$ cat config.mk
export PLATFORM = sky130hd
export DESIGN_NAME = multi_voter_watchdog_monitor_top
export DESIGN_NICKNAME = d
export VERILOG_FILES = /design/src/rtl/mvwd_pkg.sv /design/src/rtl/mvwd_voter_bank.sv /design/src/rtl/mvwd_result.sv /design/src/rtl/multi_voter_watchdog_monitor_top.sv
export VERILOG_INCLUDE_DIRS = /design/src /design/src/rtl
export SDC_FILE = /design/constraint.sdc
export NUM_CORES = 1
export LEC_CHECK = 0
export BUFFER_PORTS_ARGS = -buffer_cell sky130_fd_sc_hd__buf_2
export CAP_MARGIN = 20
export CELL_PAD_IN_SITES_DETAIL_PLACEMENT = 0
export CELL_PAD_IN_SITES_GLOBAL_PLACEMENT = 1
export CORE_MARGIN = 5
export CORE_UTILIZATION = 45
export CTS_CLUSTER_DIAMETER = 40
export CTS_CLUSTER_SIZE = 40
export DETAILED_ROUTE_END_ITERATION = 8
export PLACE_DENSITY = 0.78
export SLEW_MARGIN = 5
export SYNTH_ARGS = -nofsm -noshare
export SYNTH_HDL_FRONTEND = slang
export SYNTH_SLANG_ARGS = --single-unit
$ cat constraint.sdc
create_clock -name clk_i -period 3.8 [get_ports clk_i]
set_input_delay 0.57 -clock clk_i [delete_from_list [all_inputs] [get_ports clk_i]]
set_output_delay 0.57 -clock clk_i [all_outputs]
set_load 0.03 [all_outputs]
$ cat src/rtl/multi_voter_watchdog_monitor_top_assert.svh
// Assertion macros for the watchdog monitor top level.
// No dependencies; included by multi_voter_watchdog_monitor_top.sv.
`ifndef MULTI_VOTER_WATCHDOG_MONITOR_TOP_ASSERT_SVH
`define MULTI_VOTER_WATCHDOG_MONITOR_TOP_ASSERT_SVH

// Same-cycle implication, held off during reset.
`define MVWD_ASSERT_NOW(name, clk, rst_n, pre, post) \
  name: assert property (@(posedge clk) disable iff (!(rst_n)) (pre) |-> (post)) \
    else $error("mvwd assertion failed");

// Next-cycle implication, held off during reset.
`define MVWD_ASSERT_NEXT(name, clk, rst_n, pre, post) \
  name: assert property (@(posedge clk) disable iff (!(rst_n)) (pre) |=> (post)) \
    else $error("mvwd assertion failed");

`endif

$ cat src/rtl/mvwd_pkg.sv
// Shared types and constants for the watchdog monitor.
// No dependencies; imported by every module of the block.
package mvwd_pkg;

  localparam int unsigned MASK_W = 8;   // width of the voter masks
  localparam int unsigned IDX_W  = 8;   // width of the voter index field
  localparam int unsigned CNT_W  = 32;  // vote counters and totals
  localparam int unsigned CFG_IDX_W = 1;

  localparam logic FUNC_VOTE = 1'b0;
  localparam logic FUNC_EVAL = 1'b1;

  localparam logic [CFG_IDX_W-1:0] REG_REQUIRED = 1'b0;
  localparam logic [CFG_IDX_W-1:0] REG_STALL    = 1'b1;

  localparam logic [MASK_W-1:0] REQUIRED_RST = 8'h01;
  localparam logic [MASK_W-1:0] STALL_RST    = 8'h00;

  // One committed operation, passed from the input stage to the voter bank.
  typedef struct packed {
    logic              vote;
    logic              eval;
    logic [IDX_W-1:0]  idx;
  } mvwd_op_t;

endpackage

$ cat src/rtl/mvwd_voter_bank.sv
// Per-voter vote counters, snapshots and missing compare.
// Depends on mvwd_pkg.
module mvwd_voter_bank
  import mvwd_pkg::*;
#(
  parameter int unsigned VOTERS = 8
) (
  input  logic              clk_i,
  input  logic              rst_ni,
  input  mvwd_op_t          op_i,
  input  logic [MASK_W-1:0] need_mask_i,
  input  logic [MASK_W-1:0] stall_mask_i,
  output logic [MASK_W-1:0] absent_mask_o
);

  logic [VOTERS-1:0] missing_lane;

  for (genvar gi = 0; gi < VOTERS; gi++) begin : g_lane
    logic [CNT_W-1:0] vote_q, vote_d;
    logic [CNT_W-1:0] seen_q;
    logic             req, stl, hit;

    if (gi < MASK_W) begin : g_masked
      assign req = need_mask_i[gi];
      assign stl = stall_mask_i[gi];
    end else begin : g_unmasked
      assign req = 1'b0;
      assign stl = 1'b0;
    end

    assign hit    = op_i.vote && (op_i.idx == IDX_W'(gi)) && !stl;
    assign vote_d = hit ? vote_q + CNT_W'(1) : vote_q;

    always_ff @(posedge clk_i or negedge rst_ni) begin
      if (!rst_ni) begin
        vote_q <= '0;
        seen_q <= '0;
      end else begin
        vote_q <= vote_d;
        // snapshot on evaluate
        if (op_i.eval) begin
          seen_q <= vote_q;
        end
      end
    end

    assign missing_lane[gi] = req && (vote_q == seen_q);
  end

  for (genvar gb = 0; gb < MASK_W; gb++) begin : g_mask_bit
    if (gb < VOTERS) begin : g_live
      assign absent_mask_o[gb] = missing_lane[gb];
    end else begin : g_absent
      assign absent_mask_o[gb] = 1'b0;
    end
  end

endmodule

$ cat src/rtl/mvwd_result.sv
// Evaluation totals and the registered result beat.
// Depends on mvwd_pkg.
module mvwd_result
  import mvwd_pkg::*;
(
  input  logic              clk_i,
  input  logic              rst_ni,
  input  logic              eval_go_i,
  input  logic [MASK_W-1:0] missing_i,
  input  logic              out_stall_i,
  output logic              out_valid_o,
  output logic              healthy_o,
  output logic [MASK_W-1:0] absent_mask_o,
  output logic [CNT_W-1:0]  evaluation_total_o,
  output logic [CNT_W-1:0]  healthy_total_o
);

  logic              valid_q;
  logic              healthy_q;
  logic [MASK_W-1:0] missing_q;
  logic [CNT_W-1:0]  eval_cnt_q, eval_cnt_d;
  logic [CNT_W-1:0]  healthy_cnt_q, healthy_cnt_d;
  logic              healthy_d;

  assign healthy_d     = (missing_i == '0);
  assign eval_cnt_d    = eval_cnt_q + CNT_W'(1);
  assign healthy_cnt_d = healthy_cnt_q + CNT_W'(healthy_d);

  always_ff @(posedge clk_i or negedge rst_ni) begin
    if (!rst_ni) begin
      valid_q       <= 1'b0;
      eval_cnt_q    <= '0;
      healthy_cnt_q <= '0;
    end else if (eval_go_i) begin
      valid_q       <= 1'b1;
      eval_cnt_q    <= eval_cnt_d;
      healthy_cnt_q <= healthy_cnt_d;
    end else if (!out_stall_i) begin
      valid_q       <= 1'b0;
    end
  end

  always_ff @(posedge clk_i) begin
    if (eval_go_i) begin
      healthy_q <= healthy_d;
      missing_q <= missing_i;
    end
  end

  assign out_valid_o        = valid_q;
  assign healthy_o          = healthy_q;
  assign absent_mask_o      = missing_q;
  assign evaluation_total_o = eval_cnt_q;
  assign healthy_total_o    = healthy_cnt_q;

endmodule

$ cat src/rtl/multi_voter_watchdog_monitor_top.sv
// Multi-voter heartbeat watchdog monitor, top level.
// Depends on mvwd_pkg, mvwd_voter_bank, mvwd_result and the assertion header.
//
// Usage:
//   Input channel (in_valid_i / in_stall_o) carries one beat per operation:
//   func_i selects a vote (voter_index_i names the voter) or an evaluate.
//   A vote updates that voter's counter (unless its stall bit is set) and produces no output beat.
//   An evaluate produces exactly one output beat (out_valid_o / out_stall_i)
//   with the healthy flag, the mask of required voters that did not vote
//   since the previous evaluate, and the evaluation and healthy totals.
//   Timing: an accepted beat is held in the input register until it
//   commits; an evaluate's result is then registered in the result
//   register and shown on the output channel.
//   Throughput: one beat per cycle while in_stall_o is low; every voter
//   lane is compared in parallel. Stalling: the result register holds its
//   beat while out_stall_i is high. Votes keep flowing past a stalled
//   result; an evaluate waits in the input register until the result beat
//   is taken, and in_stall_o stays raised while it waits.
//   Reset: all counters, snapshots and totals clear, the required mask
//   returns to voter 0 only and stall_mask to none. Write masks only idle.
`include "multi_voter_watchdog_monitor_top_assert.svh"

module multi_voter_watchdog_monitor_top
  import mvwd_pkg::*;
#(
  parameter int unsigned VOTERS = 8
) (
  input  logic                 clk_i,
  input  logic                 rst_ni,
  // configuration write port
  input  logic                 cfg_we_i,
  input  logic [CFG_IDX_W-1:0] cfg_idx_i,
  input  logic [MASK_W-1:0]    cfg_wdata_i,
  // input channel
  input  logic                 in_valid_i,
  output logic                 in_stall_o,
  input  logic                 func_i,
  input  logic [IDX_W-1:0]     voter_index_i,
  // output channel
  output logic                 out_valid_o,
  input  logic                 out_stall_i,
  output logic                 healthy_o,
  output logic [MASK_W-1:0]    absent_mask_o,
  output logic [CNT_W-1:0]     evaluation_total_o,
  output logic [CNT_W-1:0]     healthy_total_o
);

  // Configuration registers
  logic [MASK_W-1:0] required_q;
  logic [MASK_W-1:0] stall_q;

  always_ff @(posedge clk_i or negedge rst_ni) begin
    if (!rst_ni) begin
      required_q <= REQUIRED_RST;
      stall_q    <= STALL_RST;
    end else if (cfg_we_i) begin
      case (cfg_idx_i)
        REG_REQUIRED: required_q <= cfg_wdata_i;
        REG_STALL:    stall_q    <= cfg_wdata_i;
        default:      ;
      endcase
    end
  end

  // Input register: holds one beat until it commits
  logic             s1_valid_q;
  logic             s1_func_q;
  logic [IDX_W-1:0] s1_idx_q;
  logic             res_free;
  logic             s1_go;
  logic             in_accept;
  mvwd_op_t         op;
  logic [MASK_W-1:0] missing;

  // A vote always commits; an evaluate commits once the result slot frees.
  assign res_free   = !out_valid_o || !out_stall_i;
  assign s1_go      = s1_valid_q && ((s1_func_q == FUNC_VOTE) || res_free);
  assign in_stall_o = s1_valid_q && !s1_go;
  assign in_accept  = in_valid_i && !in_stall_o;

  always_ff @(posedge clk_i or negedge rst_ni) begin
    if (!rst_ni) begin
      s1_valid_q <= 1'b0;
    end else if (in_accept) begin
      s1_valid_q <= 1'b1;
    end else if (s1_go) begin
      s1_valid_q <= 1'b0;
    end
  end

  always_ff @(posedge clk_i) begin
    if (in_accept) begin
      s1_func_q <= func_i;
      s1_idx_q  <= voter_index_i;
    end
  end

  assign op.vote = s1_go && (s1_func_q == FUNC_VOTE);
  assign op.eval = s1_go && (s1_func_q == FUNC_EVAL);
  assign op.idx  = s1_idx_q;

  mvwd_voter_bank #(
    .VOTERS (VOTERS)
  ) u_bank (
    .clk_i         (clk_i),
    .rst_ni        (rst_ni),
    .op_i          (op),
    .need_mask_i   (required_q),
    .stall_mask_i  (stall_q),
    .absent_mask_o (missing)
  );

  mvwd_result u_result (
    .clk_i              (clk_i),
    .rst_ni             (rst_ni),
    .eval_go_i          (op.eval),
    .missing_i          (missing),
    .out_stall_i        (out_stall_i),
    .out_valid_o        (out_valid_o),
    .healthy_o          (healthy_o),
    .absent_mask_o      (absent_mask_o),
    .evaluation_total_o (evaluation_total_o),
    .healthy_total_o    (healthy_total_o)
  );

  // Checks
  `MVWD_ASSERT_NOW(a_healthy_matches_mask, clk_i, rst_ni,
    out_valid_o, healthy_o == (absent_mask_o == '0))
  `MVWD_ASSERT_NEXT(a_eval_gives_beat, clk_i, rst_ni,
    op.eval, out_valid_o)
  `MVWD_ASSERT_NOW(a_stall_only_for_eval, clk_i, rst_ni,
    in_stall_o, s1_valid_q && (s1_func_q == FUNC_EVAL) && out_valid_o && out_stall_i)

endmodule
# Word-level counts from Yosys, hierarchy flattened
# Cells that the tools add are included.
# Widths: inputs -> output; s select.
# totals
ram_bits	0
output_inout_bits	75
mem_bits_ro	0
register_bits	612
latchBits	0
mem_count	0
input_bits	23
# op_classes
n_reduce_logical	48
n_bitwise	2
muxes	4
mul	0
shift	0
n_div	0
add_sub_neg	10
magnitude_cmp	0
eq_ne	16
# ops
op	count
$add 32x1->32 const B	9
$eq 32x32->1	8
$add 32x1->32	1
$eq 8x3->1 const B	4
$logic_and 1x1->1	29
$eq 8x2->1 const B	2
$logic_not 8->1	2
$logic_not 1->1	12
$eq 8x1->1 const B	1
$mux 1	4
$reduce_and 2->1	2
$logic_or 1x1->1	2
$ne 2x1->1 const B	1
$not 1->1	2
$reduce_bool 2->1	1

# Logic depth before layout (Yosys ltp)
# Gate-level depths: netlist (run 1).
# depth
word_depth	9
ltp_mapped	15

# Hierarchy
# A second synthesis (run 1) with hierarchy kept.
# unflattened
hier_cells	2309
area_unflattened_um2	28147.0
# by_module_without_submodules
mod	n_inst	area_per_inst_um2	cells_each
mvwd_voter_bank	1	23961.7	2000
mvwd_result	1	3209.3	257
multi_voter_watchdog_monitor_top	1	975.9	52

# Least setup slack after synthesis (run 1)
# No wires, ideal clock.
# synth_timing
path_type	reg-to-reg
from	register u_bank.g_lane[4].vote_q[16]
to	register u_result.healthy_cnt_q[30] (netlist: u_result.healthy_total_o[30])
period_less_slack_ns	3.289
setup_time_ns	0.134
arrival_ns	3.156
t_required_ns	3.666
path_buffers	2
path_stages_with_launch	16
slack_ns	0.511
path_cell_list	dfrtp_1 clkbuf_1 xor2_1 nor4_1 nand4_1 nor3_1 or4_1 nor2_1 ha_1 ha_1 inv_1 or4_1 clkbuf_1 nor3_1 nand4_1 xnor2_1
# synth_between
elab_chain_len	4
# synth_rtl
element	line_no	rtl
start: declaration	mvwd_voter_bank.sv:19	logic [CNT_W-1:0] vote_q, vote_d;
start signal: assignment	mvwd_voter_bank.sv:39	vote_q <= vote_d;
$eq 32x32->1	mvwd_voter_bank.sv:47	assign missing_lane[gi] = req && (vote_q == seen_q);
$logic_and 1x1->1	mvwd_voter_bank.sv:47	
via missing[4]	multi_voter_watchdog_monitor_top.sv:73	logic [MASK_W-1:0] missing;
$logic_not 8->1	mvwd_result.sv:25	assign healthy_d = (missing_i == '0);
via u_result.healthy_d	mvwd_result.sv:23	logic healthy_d;
$add 32x1->32	mvwd_result.sv:27	assign healthy_cnt_d = healthy_cnt_q + CNT_W'(healthy_d);
end signal: assignment	mvwd_result.sv:37	healthy_cnt_q <= healthy_cnt_d;
end: declaration	mvwd_result.sv:22	logic [CNT_W-1:0] healthy_cnt_q, healthy_cnt_d;
# The timed path passes the listed nets, and every way through them passes these cells.
# A chain may end at the register's enable or synchronous reset.

# Worst setup path after layout (run 1)
# layout_timing
from	register u_bank.g_lane[4].vote_q[8]
to	register u_result.healthy_cnt_q[30] (netlist: u_result.healthy_total_o[30])
# The elaborated chain is that of the path after synthesis.

==> results of run 1 <==
registers in the layout, summed over array words and instances, names as in the netlist:
signal                       count
u_result.healthy_total_o        32
s1_valid_q                       1
u_result.absent_mask_o           8
s1_idx_q                         8
u_result.out_valid_o             1
s1_func_q                        1
u_result.evaluation_total_o     32
required_q                       8
u_result.healthy_o               1
u_bank.g_lane.seen_q           256
stall_q                          8
u_bank.g_lane.vote_q           256
power by group through the flow:
stage          clock network (uW)  registers [uW]  logic [uW]
3_5_place_dp                    0            6850         646
5_1_grt                      9130            6750         697
3_3_place_gp                    0            6850         634
4_1_cts                      8820            6740         649
6_report                     8610            6740         630
2_1_floorplan                   0            6900         257
per-layer routing:
metal,routed length [microns],vias up
li1,-,8202
met1,25900,8608
met2,26300,251
met3,2170,80
met4,1240,0
met5,0,-
worst max path at each step:
stage	start	endpoint	slack, ns	cells after the start
2_1_floorplan	u_bank.g_lane[4].vote_q[16]$_DFFE_PN0P_	u_result.healthy_total_o[30]$_DFFE_PN0P_	0.51	15
3_3_place_gp	u_bank.g_lane[4].vote_q[8]$_DFFE_PN0P_	u_result.healthy_total_o[30]$_DFFE_PN0P_	0.09	14
3_5_place_dp	u_bank.g_lane[4].vote_q[8]$_DFFE_PN0P_	u_result.healthy_total_o[30]$_DFFE_PN0P_	0.08	14
4_1_cts	u_bank.g_lane[4].vote_q[8]$_DFFE_PN0P_	u_result.healthy_total_o[30]$_DFFE_PN0P_	0.06	14
5_1_grt	u_bank.g_lane[4].vote_q[8]$_DFFE_PN0P_	u_result.healthy_total_o[31]$_DFFE_PN0P_	0.06	12
6_report	u_bank.g_lane[4].vote_q[8]$_DFFE_PN0P_	u_result.healthy_total_o[30]$_DFFE_PN0P_	0.26	14
cells by family (layout without fill, tap and decap cells):
kind of cell	after synthesis	after routing
AND/OR/NAND/NOR	671	671
XOR/XNOR	565	565
AO/OA/AOI/OAI	1	1
multiplexers	279	279
buffers and inverters	108	390
adder cells (fa/ha/maj)	11	11
flip-flops	612	612
other	0	1
critical path, delay by kind of cell, from the launching register on:
family	cells	cell delay, ns
buf+inv	2	0.21
simple gates	8	2.03
fa+ha+maj	2	0.41
flops	1	0.45
xor+xnor	2	0.31
repair_timing:
action                     in CTS  in global routing
hold buffers                    1                  0
setup endpoints to repair       0                  8
resized for setup               0                  4
hold endpoints to repair       30                  0
layout make-up:
type | instances | share of cell area, %
flip-flops and latches | 612 | 46.7
multi-input cells | 1527 | 36.4
clock buffers | 107 | 7.56
repair buffers | 173 | 3.58
well taps | 790 | 3.00
clock inverters | 70 | 2.23
inverters | 40 | 0.455
diodes | 1 | 0.00759
cell usage after synthesis (6+ instances only):
master	count
nor3_1	46
nand3_1	104
nor4_1	69
or3_1	7
nand2_1	135
nor3_2	6
xnor2_1	212
xor2_1	352
nand4_1	82
dfrtp_1	593
edfxtp_1	18
nor2_1	86
ha_1	11
clkbuf_1	61
and2_1	15
and4_1	29
mux2_2	279
inv_1	40
and3_1	39
metrics by stage:
step	setup slack (ns)	power (uW)	instances	util (%)
global route	0.0565	16600	3319	53.6
CTS	0.0590	16200	3319	53.6
floorplan	0.511	7160	2247	-
finish	0.255	16000	3320	53.6
detailed placement	0.0791	7500	3141	48.3
global placement	0.0872	7480	3141	48.3
==> flow_summary.ini, run 1 <==
[power]
vdd_drop_max_mv = 0.338
p_per_area_mw_per_mm2 = 485
p_leak_uw = 0.0173
comb_power_share_pct = 3.9
netSwitchingPower_uw = 3870
clockPowerShare_pct = 53.9
swShare_pct = 24.2
cellInternalPower_uw = 12100
seqPwrFrac_pct = 42.2

[clock_tree]
cts_sinks = 612
cts_buffers = 95
ctsHtreeMaxLevel = 3
cts-root-buf = clkbuf_16
clk_pin_slew_worst_paths_ns = 0.06
cts_tree = built
postCtsSetupBuffers = 0
clk-insertion-delay-late_ns = 0.63
ctsLongestPathBuffers = 3

[timing]
whs_ns = 0.118
skew_ns = 0.0195
tns_ns = 0
setup_viol = 0
hold_viol_final = 0
max-slew-margin-rel_pct = 33.3
tightest_slew_ns = 0.999
min_period_ns = 3.54
max_freq_mhz = 282
min_period_over_period_pct = 93.3
rsz0062_at_grt = no
drv_slew = 0

[floorplan]
die_x_microns = 259
fp.dieArea_sq_mm = 0.0669
io_pins = 98
die_y_microns = 259
initial_core_util_pct = 45.3
core-area_sq_mm = 0.0615
fp-row-count = 91

[place]
numPortBuffers = 97
hpwl_mm = 38.0
placed_cell_area_sq_mm = 0.0297
finalWeightedCongestion = 0.785

[logic_synthesis]
yosys_warnings = 0
ys_seq_elements = 612
yosys.area.top_type_share_pct = 53.3
synth_fa_ha_area_share_pct = 0.495
synth_nets = 2281
synth_top_family_by_area = XOR/XNOR gates
synth-compound-area-share_pct = 0.0180
seq_area_frac_synth_pct = 55.4
synth_area_leader_cell = dfrtp_1
synth.area.mux_share_pct = 11.3
ys_types = 49
async_flop_share_pct = 97.1
synthesis.area_sq_mm = 0.0278
netlist_instances = 2247
synth_flop_cell = dfrtp_1
synth_xor_area_share_pct = 17.8
yosys.area_share.simple_pct = 13.5
avgSynthCellArea_sq_um = 12.4
synth_edf_count = 18
synth.top_cells.by_area = dfrtp_1 53%, mux2_2 11%, xor2_1 11%

[final_layout]
drive_gt1_share_pct = 26.3
multi_input_area_sq_mm = 0.0120
final_nets = 2483
seq_area_sq_mm = 0.0154
layout_common_cells = 591 x dfrtp_1, 352 x xor2_1, 279 x mux2_2
layout_commonest_cell = dfrtp_1
syn2layout_area_growth_pct = 18.5
finalInstanceArea_sq_mm = 0.0330
fillers = 5122

[worst_setup_path]
cp-start-kind = flip-flop
slowest_stage = or4_1
end_kind = flip-flop
cp_cell_sequence = xor2_1 > nor4_1 > nand4_1 > nor3_1 > or4_1 > nor2_2 > ha_1 > ha_1 > inv_1 > or4_4 > nor3_1 > buf_4 > nand4_1 > xnor2_1
required_ns = 4.32
crit_type = flip-flop to flip-flop
ff2ff_path_depth = 14
rrSetupSlack_ns = 0.26
timing.rr.start = u_bank.g_lane[4].vote_q[8]$_DFFE_PN0P_
worst_path_largest_cell_delay_ns = 0.57
critical_path_arrival_ns = 4.06
path_max_fanout = 7
r2r_end = u_result.healthy_total_o[30]$_DFFE_PN0P_

[detailed_routing]
antenna_left = 0
drc = 0
vias = 17100
wirelength_mm = 55.6
drtPass1Iterations = 4
initialDrtViolationCount = 907
wl_per_cell_microns = 16.7
via_per_inst = 5.16

[worst_hold_path]
min-delay-start = voter_index_i[6]
hold_class = input port to flip-flop
worstHoldEndpoint = s1_idx_q[6]$_DFFE_PP_
hold_path_depth = 1

[global_route]
grt_use_met1_pct = 23.6
grt_first_pass_wirelength_mm = 92.6
globalRouteTotalUtil_pct = 16.8
antenna_found_initial = 1
met2_usage_pct = 26.6
grt.overflow.total = 0
top_usage_layer = met2
grt_max_degree = 154
grt_pass1_vias = 17700
grtUsageMet3_pct = 3.07

[run]
drv_cap = 0

[status]
outcome = finished, final reports clean
(Power assumes the default switching activity.)
==> inputs of run 2 (changes only) <==
CORE_MARGIN = not set   (was 5)
==> run 2 against run 1 <==
Effect of this change: critical path depth unchanged; count of clock-buffer cells in the layout up 14; sequential share of layout area fell by 0.17 points; non-clock buffer count fell by 7; critical endpoint unchanged; largest cell class unchanged; highest routed layer is now met5.
==> flow_summary.ini, run 2 (synthesis gave the netlist of run 1 again) <==
[final_layout]
fillers = 5014
final_nets = 2479
utilization_pct = 54.5
drive_gt1_share_pct = 25.9
num_antenna_cells = 0
reg_top3 = u_bank.g_lane.seen_q (256), u_bank.g_lane.vote_q (256)
layout_commonest_cell = dfrtp_1
layout_common_cells = 593 x dfrtp_1, 352 x xor2_1, 279 x mux2_2
syn2layout_area_growth_pct = 18.9

[clock_tree]
ctsHoldBuffers = 0
clk_pin_slew_worst_paths_ns = 0.05
postCtsSetupBuffers = 0
clk-insertion-delay-late_ns = 0.64
ctsHtreeMaxLevel = 3
cts_tree = built
ctsLongestPathBuffers = 3
ctsResizeCount = 0
cts_buffers = 98
cts-root-buf = clkbuf_16
cts_sinks = 612

[global_route]
grt.overflow.total = 0
grt_use_met1_pct = 24.3
globalRouteTotalUtil_pct = 18.6
grt_pass1_vias = 18500
grt_max_degree = 115
met2_usage_pct = 30.9
antenna_found_initial = 2
grt_first_pass_wirelength_mm = 95.2
top_usage_layer = met2
grtUsageMet3_pct = 3.53

[floorplan]
core-area_sq_mm = 0.0607
fp.dieArea_sq_mm = 0.0628
initial_core_util_pct = 45.9
fp-row-count = 90
die_x_microns = 251
die_y_microns = 251
io_pins = 98

[worst_setup_path]
crit_type = flip-flop to flip-flop
timing.rr.start = u_bank.g_lane[2].vote_q[13]$_DFFE_PN0P_
worst_path_largest_cell_delay_ns = 0.58
cp-start-kind = flip-flop
required_ns = 4.32
cp_top_family = simple AND/OR/NAND/NOR gates
end_kind = flip-flop
cp_cell_sequence = xor2_1 > nor4_1 > nand4_1 > nor3_1 > or4_1 > nor2_1 > ha_1 > ha_1 > inv_1 > or4_1 > nor3_1 > buf_4 > nand4_1 > xnor2_1
critical_path_arrival_ns = 4.05
cp_num_buf_inv = 2
ff2ff_path_depth = 14
rrSetupSlack_ns = 0.27
r2r_end = u_result.healthy_total_o[30]$_DFFE_PN0P_
slowest_stage = or4_1
path_max_fanout = 4

[detailed_routing]
initialDrtViolationCount = 890
drtPass1Iterations = 4
vias = 17200
wirelength_mm = 56.2
antenna_left = 0
wl_per_cell_microns = 17.0
drc = 0
via_per_inst = 5.18

[place]
numPortBuffers = 97
dpl_worst_slack_ns = 0.251
finalWeightedCongestion = 0.790
hpwl_mm = 38.5

[status]
outcome = finished, final reports clean

[timing]
tns_ns = 0
skew_ns = 0.0298
max_freq_mhz = 283
tightest_slew_ns = 1.03
rsz0062_at_grt = no
min_period_over_period_pct = 93.0
fin_ws_ns = 0.267
max-slew-margin-rel_pct = 31.2
hold_viol_final = 0
drv_slew = 0
min_period_ns = 3.53
setup_viol = 0

[worst_hold_path]
hold_class = input port to async pin

[run]
drv_cap = 0

[power]
p_leak_uw = 0.0173
vdd_drop_max_mv = 0.557
p_per_area_mw_per_mm2 = 497
run 2: final cells by class:
| class | instances | area, sq um | share of cell area [%] |
|---|---|---|---|
| sequential | 612 | 15400 | 46.6 |
| multi-input combinational | 1527 | 12000 | 36.3 |
| tap | 782 | 978 | 2.96 |
| timing repair buffer | 166 | 1140 | 3.44 |
| clock inverter | 63 | 729 | 2.20 |
| inverter | 40 | 150 | 0.454 |
| clock buffer | 121 | 2680 | 8.10 |
run 2: worst reg2reg max path: stages, from the launching register on:
cell     delay, ns
dfrtp_1       0.42
xor2_1        0.23
nor4_1        0.09
nand4_1       0.13
nor3_1        0.14
or4_1         0.57
nor2_1        0.20
ha_1          0.23
ha_1          0.17
inv_1         0.05
or4_1         0.58
nor3_1        0.21
buf_4         0.15
nand4_1       0.11
xnor2_1       0.14
run 2: worst max-delay path by stage:
| stage | depth (start not counted) | from | slack [ns] | end |
|---|---|---|---|---|
| 6_report | 14 | u_bank.g_lane[2].vote_q[13]$_DFFE_PN0P_ | 0.27 | u_result.healthy_total_o[30]$_DFFE_PN0P_ |
| 5_1_grt | 14 | u_bank.g_lane[2].vote_q[11]$_DFFE_PN0P_ | 0.05 | u_result.healthy_total_o[14]$_DFFE_PN0P_ |
| 4_1_cts | 14 | u_bank.g_lane[1].vote_q[11]$_DFFE_PN0P_ | 0.25 | u_result.healthy_total_o[30]$_DFFE_PN0P_ |
| 3_5_place_dp | 14 | u_bank.g_lane[1].vote_q[11]$_DFFE_PN0P_ | 0.25 | u_result.healthy_total_o[30]$_DFFE_PN0P_ |
| 3_3_place_gp | 14 | u_bank.g_lane[4].vote_q[1]$_DFFE_PN0P_ | 0.22 | u_result.healthy_total_o[30]$_DFFE_PN0P_ |
| 2_1_floorplan | 15 | u_bank.g_lane[4].vote_q[16]$_DFFE_PN0P_ | 0.51 | u_result.healthy_total_o[30]$_DFFE_PN0P_ |
run 2: through the flow:
step	instance area (sq um)	hold WS, ns	total power (uW)	instances
floorplan	27800	0.274	7160	2247
global placement	29700	0.455	7490	3127
detailed placement	29700	0.460	7510	3127
CTS	33100	0.0817	16700	3311
global route	33100	0.103	17000	3311
finish	33100	0.0593	16400	3311
run 2: power by group:
group | switching [uW] | internal [uW] | leakage, uW | total [uW]
clock | 3290 | 5770 | 0.00165 | 9060
sequential | 96.0 | 6640 | 0.00842 | 6740
combinational | 435 | 204 | 0.00726 | 639
run 2: routing by layer:
| layer | wire (microns) | up-vias |
|---|---|---|
| li1 | - | 8157 |
| met1 | 25600 | 8642 |
| met2 | 27000 | 251 |
| met3 | 2180 | 104 |
| met4 | 1420 | 4 |
| met5 | 23 | - |
